--- src/hdl/cnms_pkg.sv ---
package cnms_pkg;

    // Internal field widths; the year keeps one extra bit so the search position can
    // count past year 4095.
    localparam int YEAR_W   = 13;
    localparam int YMOD_W   = 12;
    localparam int CFG_IDX_W = 3;
    localparam int CFG_DATA_W = 60;

    // Length of the leap cycle
    localparam logic [YMOD_W-1:0] LEAP_CYCLE = 12'd400;

    // Register indexes of the configuration port
    localparam logic [CFG_IDX_W-1:0] CFG_MINUTE = 3'd0;
    localparam logic [CFG_IDX_W-1:0] CFG_HOUR   = 3'd1;
    localparam logic [CFG_IDX_W-1:0] CFG_MDAY   = 3'd2;
    localparam logic [CFG_IDX_W-1:0] CFG_MONTH  = 3'd3;
    localparam logic [CFG_IDX_W-1:0] CFG_WDAY   = 3'd4;

    // Sequencer states
    typedef enum logic [2:0] {
        ST_IDLE,
        ST_MOD,
        ST_CLAMP,
        ST_FIRST,
        ST_SEARCH
    } t_state;

    // Days in a month; the month is already within 1..12
    function automatic logic [4:0] days_in_month(input logic [3:0] month, input logic leap);
        logic [4:0] len;
        case (month)
            4'd2:    len = leap ? 5'd29 : 5'd28;
            4'd4:    len = 5'd30;
            4'd6:    len = 5'd30;
            4'd9:    len = 5'd30;
            4'd11:   len = 5'd30;
            default: len = 5'd31;
        endcase
        return len;
    endfunction

    // Gregorian leap test on the year taken modulo 400
    function automatic logic is_leap(input logic [YMOD_W-1:0] ymod);
        return (ymod[1:0] == 2'b00) && (ymod != 12'd100) && (ymod != 12'd200)
            && (ymod != 12'd300);
    endfunction

endpackage

--- src/hdl/cron_next_match_search.sv ---
// Sequence: ST_MOD reduces the year modulo 400 by repeated subtraction, ST_CLAMP clamps the day,
// ST_FIRST moves to the following whole minute, ST_SEARCH takes one search step at a time, and then the
// result is registered. A step moves a day, an hour or a minute, so with an empty minute mask a miss
// takes about 1440 * (MAX_SEARCH_DAYS + 1) steps. Throughput: one query at a time.
// busy drops in the result beat; the result stands for one cycle with o_valid, no stall.
// Reset (synchronous, active low) sets all masks to ones and returns the sequencer to idle.
module cron_next_match_search #(
    parameter int MAX_SEARCH_DAYS = 2922
) (
    input  logic        i_clk,
    input  logic        i_rst_n,
    input  logic        start,
    output logic        busy,
    input  logic        i_cfg_we,
    input  logic [cnms_pkg::CFG_IDX_W-1:0]  i_cfg_idx,
    input  logic [cnms_pkg::CFG_DATA_W-1:0] i_cfg_data,
    input  logic [11:0] i_now_year,
    input  logic [3:0]  i_now_month,
    input  logic [4:0]  i_now_day,
    input  logic [2:0]  i_now_weekday,
    input  logic [4:0]  i_now_hour,
    input  logic [5:0]  i_now_minute,
    output logic        o_valid,
    output logic        o_found,
    output logic [11:0] o_next_year,
    output logic [3:0]  o_next_month,
    output logic [4:0]  o_next_day,
    output logic [2:0]  o_next_weekday,
    output logic [4:0]  o_next_hour,
    output logic [5:0]  o_next_minute
);

    localparam int DC_W = $clog2(MAX_SEARCH_DAYS + 2);
    localparam logic [DC_W-1:0] DAY_LIMIT = DC_W'(MAX_SEARCH_DAYS);

    // Configuration masks
    logic [59:0] r_minute_mask;
    logic [23:0] r_hour_mask;
    logic [30:0] r_mday_mask;
    logic [11:0] r_month_mask;
    logic [6:0]  r_wday_mask;

    // Sequencer and search position
    cnms_pkg::t_state r_state, n_state;
    logic [cnms_pkg::YEAR_W-1:0] r_cy, n_cy;
    logic [cnms_pkg::YMOD_W-1:0] r_ymod, n_ymod;
    logic [3:0]      r_cm, n_cm;
    logic [4:0]      r_cd, n_cd;
    logic [2:0]      r_cw, n_cw;
    logic [4:0]      r_ch, n_ch;
    logic [5:0]      r_cmin, n_cmin;
    logic [DC_W-1:0] r_dc, n_dc;

    // Result registers
    logic        r_valid, n_valid;
    logic        r_found, n_found;
    logic [11:0] r_oy, n_oy;
    logic [3:0]  r_om, n_om;
    logic [4:0]  r_od, n_od;
    logic [2:0]  r_ow, n_ow;
    logic [4:0]  r_oh, n_oh;
    logic [5:0]  r_omin, n_omin;

    // Shared date step unit: the position one day on
    logic                        leap;
    logic [4:0]                  dim;
    logic [cnms_pkg::YEAR_W-1:0] d_cy;
    logic [cnms_pkg::YMOD_W-1:0] d_ymod;
    logic [3:0]                  d_cm;
    logic [4:0]                  d_cd;
    logic [2:0]                  d_cw;

    // Match tests and search outcome
    logic date_fail, hour_fail, min_fail, limit_hit, search_end;

    always_comb begin
        leap   = cnms_pkg::is_leap(r_ymod);
        dim    = cnms_pkg::days_in_month(r_cm, leap);
        d_cw   = (r_cw == 3'd6) ? 3'd0 : r_cw + 3'd1;
        d_cy   = r_cy;
        d_ymod = r_ymod;
        d_cm   = r_cm;
        d_cd   = r_cd + 5'd1;
        if (r_cd >= dim) begin
            d_cd = 5'd1;
            if (r_cm == 4'd12) begin
                d_cm   = 4'd1;
                d_cy   = r_cy + cnms_pkg::YEAR_W'(1);
                d_ymod = (r_ymod == cnms_pkg::LEAP_CYCLE - 12'd1) ? '0 : r_ymod + 12'd1;
            end else begin
                d_cm = r_cm + 4'd1;
            end
        end
    end

    // Test the masks at the current position
    always_comb begin
        date_fail  = !r_month_mask[r_cm - 4'd1] || !r_mday_mask[r_cd - 5'd1]
                  || !r_wday_mask[r_cw];
        hour_fail  = !r_hour_mask[r_ch];
        min_fail   = !r_minute_mask[r_cmin];
        limit_hit  = r_dc > DAY_LIMIT;
        search_end = limit_hit || (!date_fail && !hour_fail && !min_fail);
    end

    // Next state
    always_comb begin
        n_state = r_state;
        unique case (r_state)
            cnms_pkg::ST_IDLE:   if (start) n_state = cnms_pkg::ST_MOD;
            cnms_pkg::ST_MOD:    if (r_ymod < cnms_pkg::LEAP_CYCLE) n_state = cnms_pkg::ST_CLAMP;
            cnms_pkg::ST_CLAMP:  n_state = cnms_pkg::ST_FIRST;
            cnms_pkg::ST_FIRST:  n_state = cnms_pkg::ST_SEARCH;
            cnms_pkg::ST_SEARCH: if (search_end) n_state = cnms_pkg::ST_IDLE;
            default:             n_state = cnms_pkg::ST_IDLE;
        endcase
    end

    // Datapath and result
    always_comb begin
        n_cy    = r_cy;
        n_ymod  = r_ymod;
        n_cm    = r_cm;
        n_cd    = r_cd;
        n_cw    = r_cw;
        n_ch    = r_ch;
        n_cmin  = r_cmin;
        n_dc    = r_dc;
        n_valid = 1'b0;
        n_found = r_found;
        n_oy    = r_oy;
        n_om    = r_om;
        n_od    = r_od;
        n_ow    = r_ow;
        n_oh    = r_oh;
        n_omin  = r_omin;
        unique case (r_state)
            cnms_pkg::ST_IDLE: begin
                // Load and clamp the query
                if (start) begin
                    n_cy   = {1'b0, i_now_year};
                    n_ymod = i_now_year;
                    n_cm   = (i_now_month == 4'd0) ? 4'd1
                           : (i_now_month > 4'd12) ? 4'd12 : i_now_month;
                    n_cd   = (i_now_day == 5'd0) ? 5'd1 : i_now_day;
                    n_cw   = (i_now_weekday == 3'd7) ? 3'd0 : i_now_weekday;
                    n_ch   = (i_now_hour > 5'd23) ? 5'd23 : i_now_hour;
                    n_cmin = (i_now_minute > 6'd59) ? 6'd59 : i_now_minute;
                    n_dc   = '0;
                end
            end
            cnms_pkg::ST_MOD: begin
                // Reduce the year modulo 400
                if (r_ymod >= cnms_pkg::LEAP_CYCLE) n_ymod = r_ymod - cnms_pkg::LEAP_CYCLE;
            end
            cnms_pkg::ST_CLAMP: begin
                if (r_cd > dim) n_cd = dim;
            end
            cnms_pkg::ST_FIRST: begin
                // Advance to the following whole minute
                if (r_cmin == 6'd59) begin
                    n_cmin = '0;
                    if (r_ch == 5'd23) begin
                        n_ch = '0;
                        n_cy = d_cy; n_ymod = d_ymod; n_cm = d_cm; n_cd = d_cd; n_cw = d_cw;
                        n_dc = r_dc + DC_W'(1);
                    end else begin
                        n_ch = r_ch + 5'd1;
                    end
                end else begin
                    n_cmin = r_cmin + 6'd1;
                end
            end
            cnms_pkg::ST_SEARCH: begin
                if (limit_hit) begin
                    // Give up: zero result
                    n_valid = 1'b1;
                    n_found = 1'b0;
                    n_oy    = '0;
                    n_om    = '0;
                    n_od    = '0;
                    n_ow    = '0;
                    n_oh    = '0;
                    n_omin  = '0;
                end else if (date_fail) begin
                    // Jump to midnight of the next day
                    n_cy = d_cy; n_ymod = d_ymod; n_cm = d_cm; n_cd = d_cd; n_cw = d_cw;
                    n_dc   = r_dc + DC_W'(1);
                    n_ch   = '0;
                    n_cmin = '0;
                end else if (hour_fail || (min_fail && r_cmin == 6'd59)) begin
                    // Jump to the top of the next hour
                    n_cmin = '0;
                    if (r_ch == 5'd23) begin
                        n_ch = '0;
                        n_cy = d_cy; n_ymod = d_ymod; n_cm = d_cm; n_cd = d_cd; n_cw = d_cw;
                        n_dc = r_dc + DC_W'(1);
                    end else begin
                        n_ch = r_ch + 5'd1;
                    end
                end else if (min_fail) begin
                    n_cmin = r_cmin + 6'd1;
                end else begin
                    // Match: publish the position
                    n_valid = 1'b1;
                    n_found = 1'b1;
                    n_oy    = r_cy[11:0];
                    n_om    = r_cm;
                    n_od    = r_cd;
                    n_ow    = r_cw;
                    n_oh    = r_ch;
                    n_omin  = r_cmin;
                end
            end
            default: ;
        endcase
    end

    // Control registers
    always_ff @(posedge i_clk) begin
        if (!i_rst_n) begin
            r_state       <= cnms_pkg::ST_IDLE;
            r_valid       <= 1'b0;
            r_minute_mask <= '1;
            r_hour_mask   <= '1;
            r_mday_mask   <= '1;
            r_month_mask  <= '1;
            r_wday_mask   <= '1;
        end else begin
            r_state <= n_state;
            r_valid <= n_valid;
            if (i_cfg_we) begin
                unique case (i_cfg_idx)
                    cnms_pkg::CFG_MINUTE: r_minute_mask <= i_cfg_data[59:0];
                    cnms_pkg::CFG_HOUR:   r_hour_mask   <= i_cfg_data[23:0];
                    cnms_pkg::CFG_MDAY:   r_mday_mask   <= i_cfg_data[30:0];
                    cnms_pkg::CFG_MONTH:  r_month_mask  <= i_cfg_data[11:0];
                    cnms_pkg::CFG_WDAY:   r_wday_mask   <= i_cfg_data[6:0];
                    default: ;
                endcase
            end
        end
    end

    // Payload registers
    always_ff @(posedge i_clk) begin
        r_cy    <= n_cy;
        r_ymod  <= n_ymod;
        r_cm    <= n_cm;
        r_cd    <= n_cd;
        r_cw    <= n_cw;
        r_ch    <= n_ch;
        r_cmin  <= n_cmin;
        r_dc    <= n_dc;
        r_found <= n_found;
        r_oy    <= n_oy;
        r_om    <= n_om;
        r_od    <= n_od;
        r_ow    <= n_ow;
        r_oh    <= n_oh;
        r_omin  <= n_omin;
    end

    assign busy           = (r_state != cnms_pkg::ST_IDLE);
    assign o_valid        = r_valid;
    assign o_found        = r_found;
    assign o_next_year    = r_oy;
    assign o_next_month   = r_om;
    assign o_next_day     = r_od;
    assign o_next_weekday = r_ow;
    assign o_next_hour    = r_oh;
    assign o_next_minute  = r_omin;

    // An accepted query leaves idle at once
    a_start_busy: assert property (@(posedge i_clk) disable iff (!i_rst_n)
        start && !busy |=> busy)
        else $error("query accepted but sequencer stayed idle");

    // A result beat only ends a search
    a_valid_after_search: assert property (@(posedge i_clk) disable iff (!i_rst_n)
        o_valid |-> $past(r_state) == cnms_pkg::ST_SEARCH)
        else $error("result beat outside of a search");

    // During the search the position stays in range
    a_search_range: assert property (@(posedge i_clk) disable iff (!i_rst_n)
        r_state == cnms_pkg::ST_SEARCH |-> r_ymod < cnms_pkg::LEAP_CYCLE
            && r_cmin <= 6'd59 && r_ch <= 5'd23 && r_cd <= dim
            && r_dc <= DAY_LIMIT + DC_W'(1))
        else $error("search position out of range");

    // A miss carries an all zero result
    a_miss_zero: assert property (@(posedge i_clk) disable iff (!i_rst_n)
        o_valid && !o_found |-> $past(limit_hit) && o_next_year == 12'd0
            && o_next_month == 4'd0 && o_next_day == 5'd0)
        else $error("miss result not cleared or not at the day limit");

endmodule

--- config.mk ---
export PLATFORM = sky130hd
export DESIGN_NAME = cron_next_match_search
export DESIGN_NICKNAME = d
export VERILOG_FILES = /design/src/hdl/cnms_pkg.sv /design/src/hdl/cron_next_match_search.sv
export SDC_FILE = /design/constraint.sdc
export NUM_CORES = 1
export LEC_CHECK = 0
export ABC_AREA = 1
export BUFFER_PORTS_ARGS = -buffer_cell sky130_fd_sc_hd__buf_2
export CORE_MARGIN = 4
export CORE_UTILIZATION = 29
export CTS_BUF_LIST = sky130_fd_sc_hd__clkbuf_8
export DETAILED_ROUTE_END_ITERATION = 6
export GPL_TIMING_DRIVEN = 0
export MAX_ROUTING_LAYER = met4
export PLACE_DENSITY_LB_ADDON = 0.1
export SETUP_SLACK_MARGIN = 0.05
export SYNTH_ARGS = -nofsm -noshare
export SYNTH_HDL_FRONTEND = slang
export SYNTH_SLANG_ARGS = --single-unit
--- constraint.sdc ---
create_clock -name i_clk -period 4.65 [get_ports i_clk]
set_input_delay 0.465 -clock i_clk [delete_from_list [all_inputs] [get_ports i_clk]]
set_output_delay 0.465 -clock i_clk [all_outputs]
set_load 0.02 [all_outputs]
==> metrics.md, run 1 <==
| Metric | Value |
|---|---|
| Status | `finished, final reports clean` |
| Area of the core | `43,300 um^2` |
| Chip width | `218 um` |
| H-tree Lvls | `2` |
| Critical Path End Type | `flip-flop` |
| Row cnt | `76` |
| RePlAce Congestion | `0.931` |
| Final WL | `47.8 mm` |
| Layout area overhead | `18.7%` |
| Mapped Cells | `1,791` |
| CP max FO | `9` |
| Initial antenna violation count | `0` |
| Fin crit period | `4.13 ns` |
| Synthesis Warnings | `0` |
| Top cell type's share of synthesized area | `22.4%` |
| Post-DP HPWL | `35.7 mm` |
| Placed Cells | `2,516` |
| Ant. Diodes | `0` |
| P per Cell Area | `433 nW/um^2` |
| Largest net degree at the start of global routing | `37` |
| Synth Area per Inst | `7.12 um^2` |
| Number of max-cap violations | `0` |
| Clock transition at the registers of the reported paths | `0.06 ns` |
| Post-CTS Setup Repair Bufs | `0` |
| Via count | `12,500` |
| # hold bufs at CTS | `0` |
| CP arrival | `4.46 ns` |
| First-pass GRT wire length | `73.1 mm` |
| Final Max Tran Viols | `0` |
| Cell variety after synth | `40` |
| # resized after CTS | `0` |
| # DRC | `0` |
| Antenna viol nets, final | `0` |
| Synth Register Bits | `233` |
| Post-synthesis sequential area ratio | `44.0%` |
| Ports | `140` |
| Final setup viols | `0` |
| Layout cells sized above 1 | `12.5%` |
| Area of the multi-input gates | `6170 um^2` |
| Initial core utilization | `29.5%` |
| Lkg Pwr | `7.08 nW` |
| Clock Latency Late Sink | `0.61 ns` |
| WL/cell | `18.4 um` |
| Total GRT Usage | `20.5%` |
| Post-Place Setup Slack | `0.590 ns` |
| Worst Clk Skew | `0.0338 ns` |
| Measured slew at the worst slew-check pin | `0.916 ns` |
| Post-place instance area | `14,200 um^2` |
| CTS max path bufs | `3` |
| Sequential Area | `5620 um^2` |
| Cts bufs inserted | `45` |
| Cell taking the most area after synthesis | `edfxtp_1` |
| Fill cells | `4,780` |
| Final nets | `2,101` |
| CTS Root Cell | `clkbuf_8` |
| Net Count, Synth | `1,914` |
| Fmax | `242 MHz` |
| Synth area leaders | `edfxtp_1, dfxtp_1, nand2_1, nand3_1, nor2_1` |
| Max VDD drop | `0.175 mV` |
| Worst hold-check path type | `in2reg` |
| IO buf count | `139` |
| CTS tree | `built` |
| Syn Std Cell Area | `12,800 um^2` |
| Crit path required time | `4.99 ns` |
| Grt ovf | `0` |
| Die H | `218 um` |
| Fin cells | `2,598` |
| Number of global-route vias before repair | `12,300` |
| DRT Pass-1 Iters | `5` |
| Worst setup SP type | `flip-flop` |
| Worst Setup Path Type | `reg2reg` |
| Fin crit share | `88.8%` |
| Worst setup slack after layout | `0.522 ns` |
| Die area | `47,400 um^2` |
| Vias per cell | `4.81` |
| Sinks on Clock Net | `233` |
| Max_slew headroom | `38.7%` |
| Fin area | `15,100 um^2` |
| RSZ-0062 raised after global routing | `no` |
| Initial DRC count | `980` |
| Final Hold Vio Count | `0` |
[logic make-up (layout without fill, tap and decap cells)]
group                    count (synthesis)  in the layout  synth area share [%]
AND/OR/NAND/NOR                       1089           1089                  36.3
XOR/XNOR                                22             22                  1.51
flip-flops                             233            233                  44.0
buffers and inverters                  243            465                  7.65
AO/OA/AOI/OAI                          183            183                  8.40
adder cells (fa/ha/maj)                 21             21                  2.06
[placed cells by master (no fill, tap or decap), types with 2 or more instances in the layout]
cell / instances
nand2_1: 589
nand3_1: 282
inv_1: 160
buf_2: 154
nor2_1: 148
dfxtp_1: 138
edfxtp_1: 95
o21ai_0: 86
clkbuf_1: 65
clkbuf_8: 54
o211ai_1: 46
a21oi_1: 27
nand4_1: 26
ha_1: 21
xor2_1: 19
nor3_1: 14
o21ai_1: 8
inv_2: 7
or2_2: 7
o22ai_1: 6
clkinv_1: 5
buf_6: 5
nor2_2: 4
buf_1: 4
nor4_1: 4
clkinv_2: 4
nand2_2: 3
a31oi_1: 3
xnor2_1: 3
nand3b_1: 3
bufinv_16: 3
buf_4: 2
nand2_4: 2
or2_1: 2
a21boi_0: 2
o2111ai_1: 2
[worst paths after layout]
check / start / end / slack [ns] / cells past startpoint
setup / recovery: r_ymod[4]$_DFFE_PP_ / r_ymod[0]$_DFFE_PP_ / 0.52 / 19
hold / removal: i_cfg_data[40] / r_minute_mask[40]$_SDFFE_PN1P_ / 0.08 / 3
setup reg to reg: r_ymod[4]$_DFFE_PP_ / r_ymod[0]$_DFFE_PP_ / 0.52 / 19
hold reg to reg: r_minute_mask[11]$_SDFFE_PN1P_ / r_minute_mask[11]$_SDFFE_PN1P_ / 0.46 / 2
[Yosys cell counts, drive strengths merged]
library cell  count
nand2           595
nand3           283
nor2            153
inv             147
dfxtp           138
edfxtp           95
o21ai            95
clkbuf           65
o211ai           46
a21oi            27
buf              26
nand4            26
ha               21
xor2             19
nor3             14
or2               9
o22ai             6
clkinv            5
nor4              4
a31oi             3
nand3b            3
xnor2             3
a21boi            2
o2111ai           2
and3              1
nor3b             1
o21bai            1
o31ai             1
[metal layers]
| layer | up-vias | global-route usage, % | wire length (um) |
|---|---|---|---|
| met5 | - | - | 0 |
| met4 | 0 | 5.96 | 1230 |
| li1 | 6295 | - | - |
| met3 | 78 | 3.58 | 2540 |
| met2 | 361 | 29.7 | 20100 |
| met1 | 5759 | 29.3 | 23900 |
[power by group]
| group | switching (mW) | total (mW) | leakage (nW) | internal [mW] |
|---|---|---|---|---|
| clock network | 0.954 | 2.17 | 0.553 | 1.22 |
| registers | 0.166 | 2.53 | 2.03 | 2.37 |
| logic | 1.31 | 1.86 | 4.50 | 0.542 |
| total | 2.43 | 6.56 | 7.08 | 4.12 |
[metrics by stage]
| stage | TNS, ns | power, mW | hold slack [ns] | util [%] |
|---|---|---|---|---|
| global route | 0 | 6.98 | 0.0513 | 35.0 |
| finish | 0 | 6.56 | 0.0819 | 35.0 |
| CTS | 0 | 6.63 | 0.0345 | 35.0 |
| detailed placement | 0 | 4.42 | 0.440 | 32.8 |
| floorplan | 0 | 3.74 | 0.421 | - |
| global placement | -52.79 | 4.42 | 0.433 | 32.8 |
[worst max-delay path: stages (launching register included)]
cell	delay, ns
edfxtp_1	0.48
inv_1	0.24
ha_1	0.24
a21oi_1	0.08
o21ai_0	0.21
nand3_1	0.10
o21ai_0	0.25
nand2_1	0.08
and3_1	0.18
ha_1	0.27
nand2_1	0.07
inv_1	0.05
nand2_1	0.06
nand2_1	0.13
nand2_1	0.30
clkinv_1	0.41
o21ai_1	0.29
o21ai_0	0.13
o211ai_1	0.18
nand3_1	0.09
[state kept, by name, summed over array words and instances (netlist names), 6 cells and up]
name and flops:
o_next_minute 6, o_next_year 12, r_cmin 6, r_cy 12, r_dc 12, r_hour_mask 24, r_mday_mask 31, r_minute_mask 60
r_month_mask 12, r_wday_mask 7, r_ymod 12
[final cells by class]
class,instances,area share (%)
clock inverters,28,1.27
plain buffers,91,2.68
well taps,585,4.83
inverters,152,3.77
repair buffers,140,4.73
clock buffers,54,4.91
multi-input cells,1315,40.7
flip-flops and latches,233,37.1
Power figures use the tool's default switching activity.
==> inputs of run 2 (changes only) <==
PLACE_DENSITY = 0.53   (was not set)
PLACE_DENSITY_LB_ADDON = not set   (was 0.1)
==> run 2 against run 1 <==
Compared with the run above:
- clock power is 12% lower
- die area is the same
- total power decreased by 4.3%
- global-route usage fell by 1.1 points
- cell area down 0.64%
- first-iteration DRC count shrank 7.0%
- final cell count shrank 0.15%
- core utilization decreased by 0.22 points
- via count up 1.9%
- wire length down 3.9%
==> metrics.md, run 2 (synthesized netlist as in run 1, its figures left out) <==
| Metric | Value |
|---|---|
| Layout area overhead | `18.0%` |
| Measured slew at the worst slew-check pin | `0.917 ns (+0.000885 ns)` |
| Largest Register | `r_minute_mask` |
| Worst r2r src | `r_ymod[4]$_DFFE_PP_` |
| WL/cell | `17.7 um (-3.8%)` |
| Crit path max-delay cell type | `edfxtp_1` |
| Final setup viols | `0 (unchanged)` |
| R2r endpoint | `r_ymod[6]$_DFFE_PP_` |
| Sinks on Clock Net | `233 (unchanged)` |
| Layout cells sized above 1 | `12.1% (-0.32 points)` |
| Critical Path End Type | `flip-flop` |
| Fin crit share | `90.9% (+2.1 points)` |
| Max_slew headroom | `38.9% (+0.17 points)` |
| Fin crit period | `4.23 ns (+0.0982 ns)` |
| Die area | `47,400 um^2 (unchanged)` |
| Wire length on met3 | `3.03 mm (+19%)` |
| Hold path endpoint | `r_minute_mask[42]$_SDFFE_PN1P_` |
| Crit path largest cell delay | `0.48 ns (about the same)` |
| # hold bufs at CTS | `0 (unchanged)` |
| Initial core utilization | `29.5% (unchanged)` |
| Most frequent cells in the layout | `nand2_1, nand3_1, buf_2` |
| Post-CTS Setup Repair Bufs | `0 (unchanged)` |
| Status | `finished, final reports clean` |
| Grt ovf | `0 (unchanged)` |
| # DRC | `0 (unchanged)` |
| Chip width | `218 um (unchanged)` |
| RePlAce Congestion | `0.922 (-0.93%)` |
| Antenna viol nets, final | `0 (unchanged)` |
| Clock transition at the registers of the reported paths | `0.06 ns (about the same)` |
| Lkg Pwr | `7.00 nW (-1.2%)` |
| Final WL | `45.9 mm (-3.9%)` |
| Sequential Area | `5620 um^2 (unchanged)` |
| CP max FO | `9 (unchanged)` |
| Die H | `218 um (unchanged)` |
| Fin area | `15,000 um^2 (-0.64%)` |
| Final Max Tran Viols | `0 (unchanged)` |
| Largest regs | `r_minute_mask: 60 flops, r_mday_mask: 31 flops, r_hour_mask: 24 flops` |
| Via count | `12,700 (+1.9%)` |
| Number of global-route vias before repair | `12,200 (-0.70%)` |
| R2R Setup Slk | `0.42 ns (-0.10 ns)` |
| Fin util | `34.8% (-0.22 points)` |
| Critical path's most frequent cell | `nand2_1` |
| Initial DRC count | `911 (-7.0%)` |
| Crit path required time | `4.95 ns (-0.04 ns)` |
| Metal2 WL | `20.4 mm (+1.2%)` |
| CTS Root Cell | `clkbuf_8` |
| Buf/Inv on CP | `3 (unchanged)` |
| CTS max path bufs | `3 (unchanged)` |
| RSZ-0062 raised after global routing | `no` |
| Post-Route M1 WL | `21.1 mm (-12%)` |
| Number of max-cap violations | `0 (unchanged)` |
| Worst Clk Skew | `0.0465 ns (+0.0127 ns)` |
| Worst Setup Path Type | `reg2reg` |
| Ant. Diodes | `0 (unchanged)` |
| CP cell instances | `inv_1, ha_1, a21oi_1, o21ai_0, nand3_1, o21ai_0, nand2_1, and3_1, ha_1, nand2_1, inv_1, nand2_1, nand2_1, nand2_1, clkinv_1, nand2_1, nand2_1, nand3_1, nand2_1, nand2_1, nand2_1, nand3_1, nand4_1` |
| Critical path's top delay family | `simple AND/OR/NAND/NOR gates` |
| Ports | `140 (unchanged)` |
| Clock Latency Late Sink | `0.60 ns (about the same)` |
| Row cnt | `76 (unchanged)` |
| Final nets | `2,099 (-0.095%)` |
| Hold_sp | `i_cfg_data[42]` |
| FF-to-FF path depth | `23 (+4)` |
| Cts bufs inserted | `42 (-6.7%)` |
| Largest net degree at the start of global routing | `34 (-8.1%)` |
| Max FFs per register | `60 (unchanged)` |
| Fill cells | `4,656 (-2.6%)` |
| Hold Path Stages | `3 (unchanged)` |
| Vias per cell | `4.91 (+2.1%)` |
| Total GRT Usage | `19.3% (-1.1 points)` |
| IO buf count | `139 (unchanged)` |
| Post-DP HPWL | `34.2 mm (-4.2%)` |
| Area of the core | `43,300 um^2 (unchanged)` |
| Area of the multi-input gates | `6170 um^2 (unchanged)` |
| Final Hold Vio Count | `0 (unchanged)` |
| CTS tree | `built` |
| Max VDD drop | `0.199 mV (+14%)` |
| Most common cell after layout, fill and taps aside | `nand2_1` |
| P per Cell Area | `417 nW/um^2 (-3.7%)` |
| Final setup TNS | `0 ns (unchanged)` |
| # resized after CTS | `0 (unchanged)` |
| DRT Pass-1 Iters | `5 (unchanged)` |
| Worst setup SP type | `flip-flop` |
| Post-place instance area | `14,200 um^2 (+0.19%)` |
| First-pass GRT wire length | `70.0 mm (-4.3%)` |
| CP arrival | `4.53 ns (+0.07 ns)` |
| Initial antenna violation count | `0 (unchanged)` |
| H-tree Lvls | `2 (unchanged)` |
| Worst hold-check path type | `in2reg` |
| DR top layer | `met4` |
| Fmax | `237 MHz (-2.3%)` |
## run 2: cell count changes in the layout (fill, tap and decap cells not counted), sizes merged
| cell | change |
|---|---|
| bufinv | -3 |
| clkbuf | -4 |
| clkinv | +8 |
| inv | -6 |
| buf | +1 |
## run 2: through the flow
step | hold WS (ns) | instances | total power, mW | worst slack [ns]
after global placement | 0.435 | 2515 | 4.36 | -1.06
after CTS | 0.0564 | 2594 | 6.32 | 0.585
after floorplan | 0.421 | 1791 | 3.74 | 0.589
final | 0.0856 | 2594 | 6.27 | 0.424
after global routing | 0.0790 | 2594 | 6.66 | 0.133
after detailed placement | 0.437 | 2517 | 4.39 | 0.601
## run 2: layer usage
layer	GRT usage, %	up-vias
met3	3.50	85
met1	25.8	5962
li1	-	6283
met4	6.15	0
met5	-	-
met2	29.9	406
## run 2: layout make-up
class / instances / share of cell area [%]
well taps: 585 / 4.86
plain buffers: 91 / 2.69
repair buffers: 141 / 4.94
clock buffers: 50 / 4.57
multi-input cells: 1315 / 41.0
clock inverters: 27 / 0.823
flip-flops and latches: 233 / 37.3
inverters: 152 / 3.79
## run 2: power breakdown
group	internal, mW	switching, mW	leakage (nW)
clock network	0.982	0.925	0.457
registers	2.36	0.161	2.03
logic	0.546	1.29	4.51
## run 2: worst max path at each step
stage / startpoint / to / slack [ns] / cells past startpoint
floorplan: r_cd[0]$_DFFE_PP_ / r_ch[0]$_DFFE_PP_ / 0.59 / 16
global placement: r_cd[0]$_DFFE_PP_ / r_cy[2]$_DFFE_PP_ / -1.06 / 16
detailed placement: r_ymod[4]$_DFFE_PP_ / r_ymod[0]$_DFFE_PP_ / 0.60 / 19
CTS: r_ymod[4]$_DFFE_PP_ / r_ymod[6]$_DFFE_PP_ / 0.58 / 23
global route: r_ymod[4]$_DFFE_PP_ / r_ymod[6]$_DFFE_PP_ / 0.13 / 23
finish: r_ymod[4]$_DFFE_PP_ / r_ymod[6]$_DFFE_PP_ / 0.42 / 23
## run 2: tightest hold or removal path: stages
cell	delay, ns
buf_2	0.08
nand2_1	0.04
o211ai_1	0.06
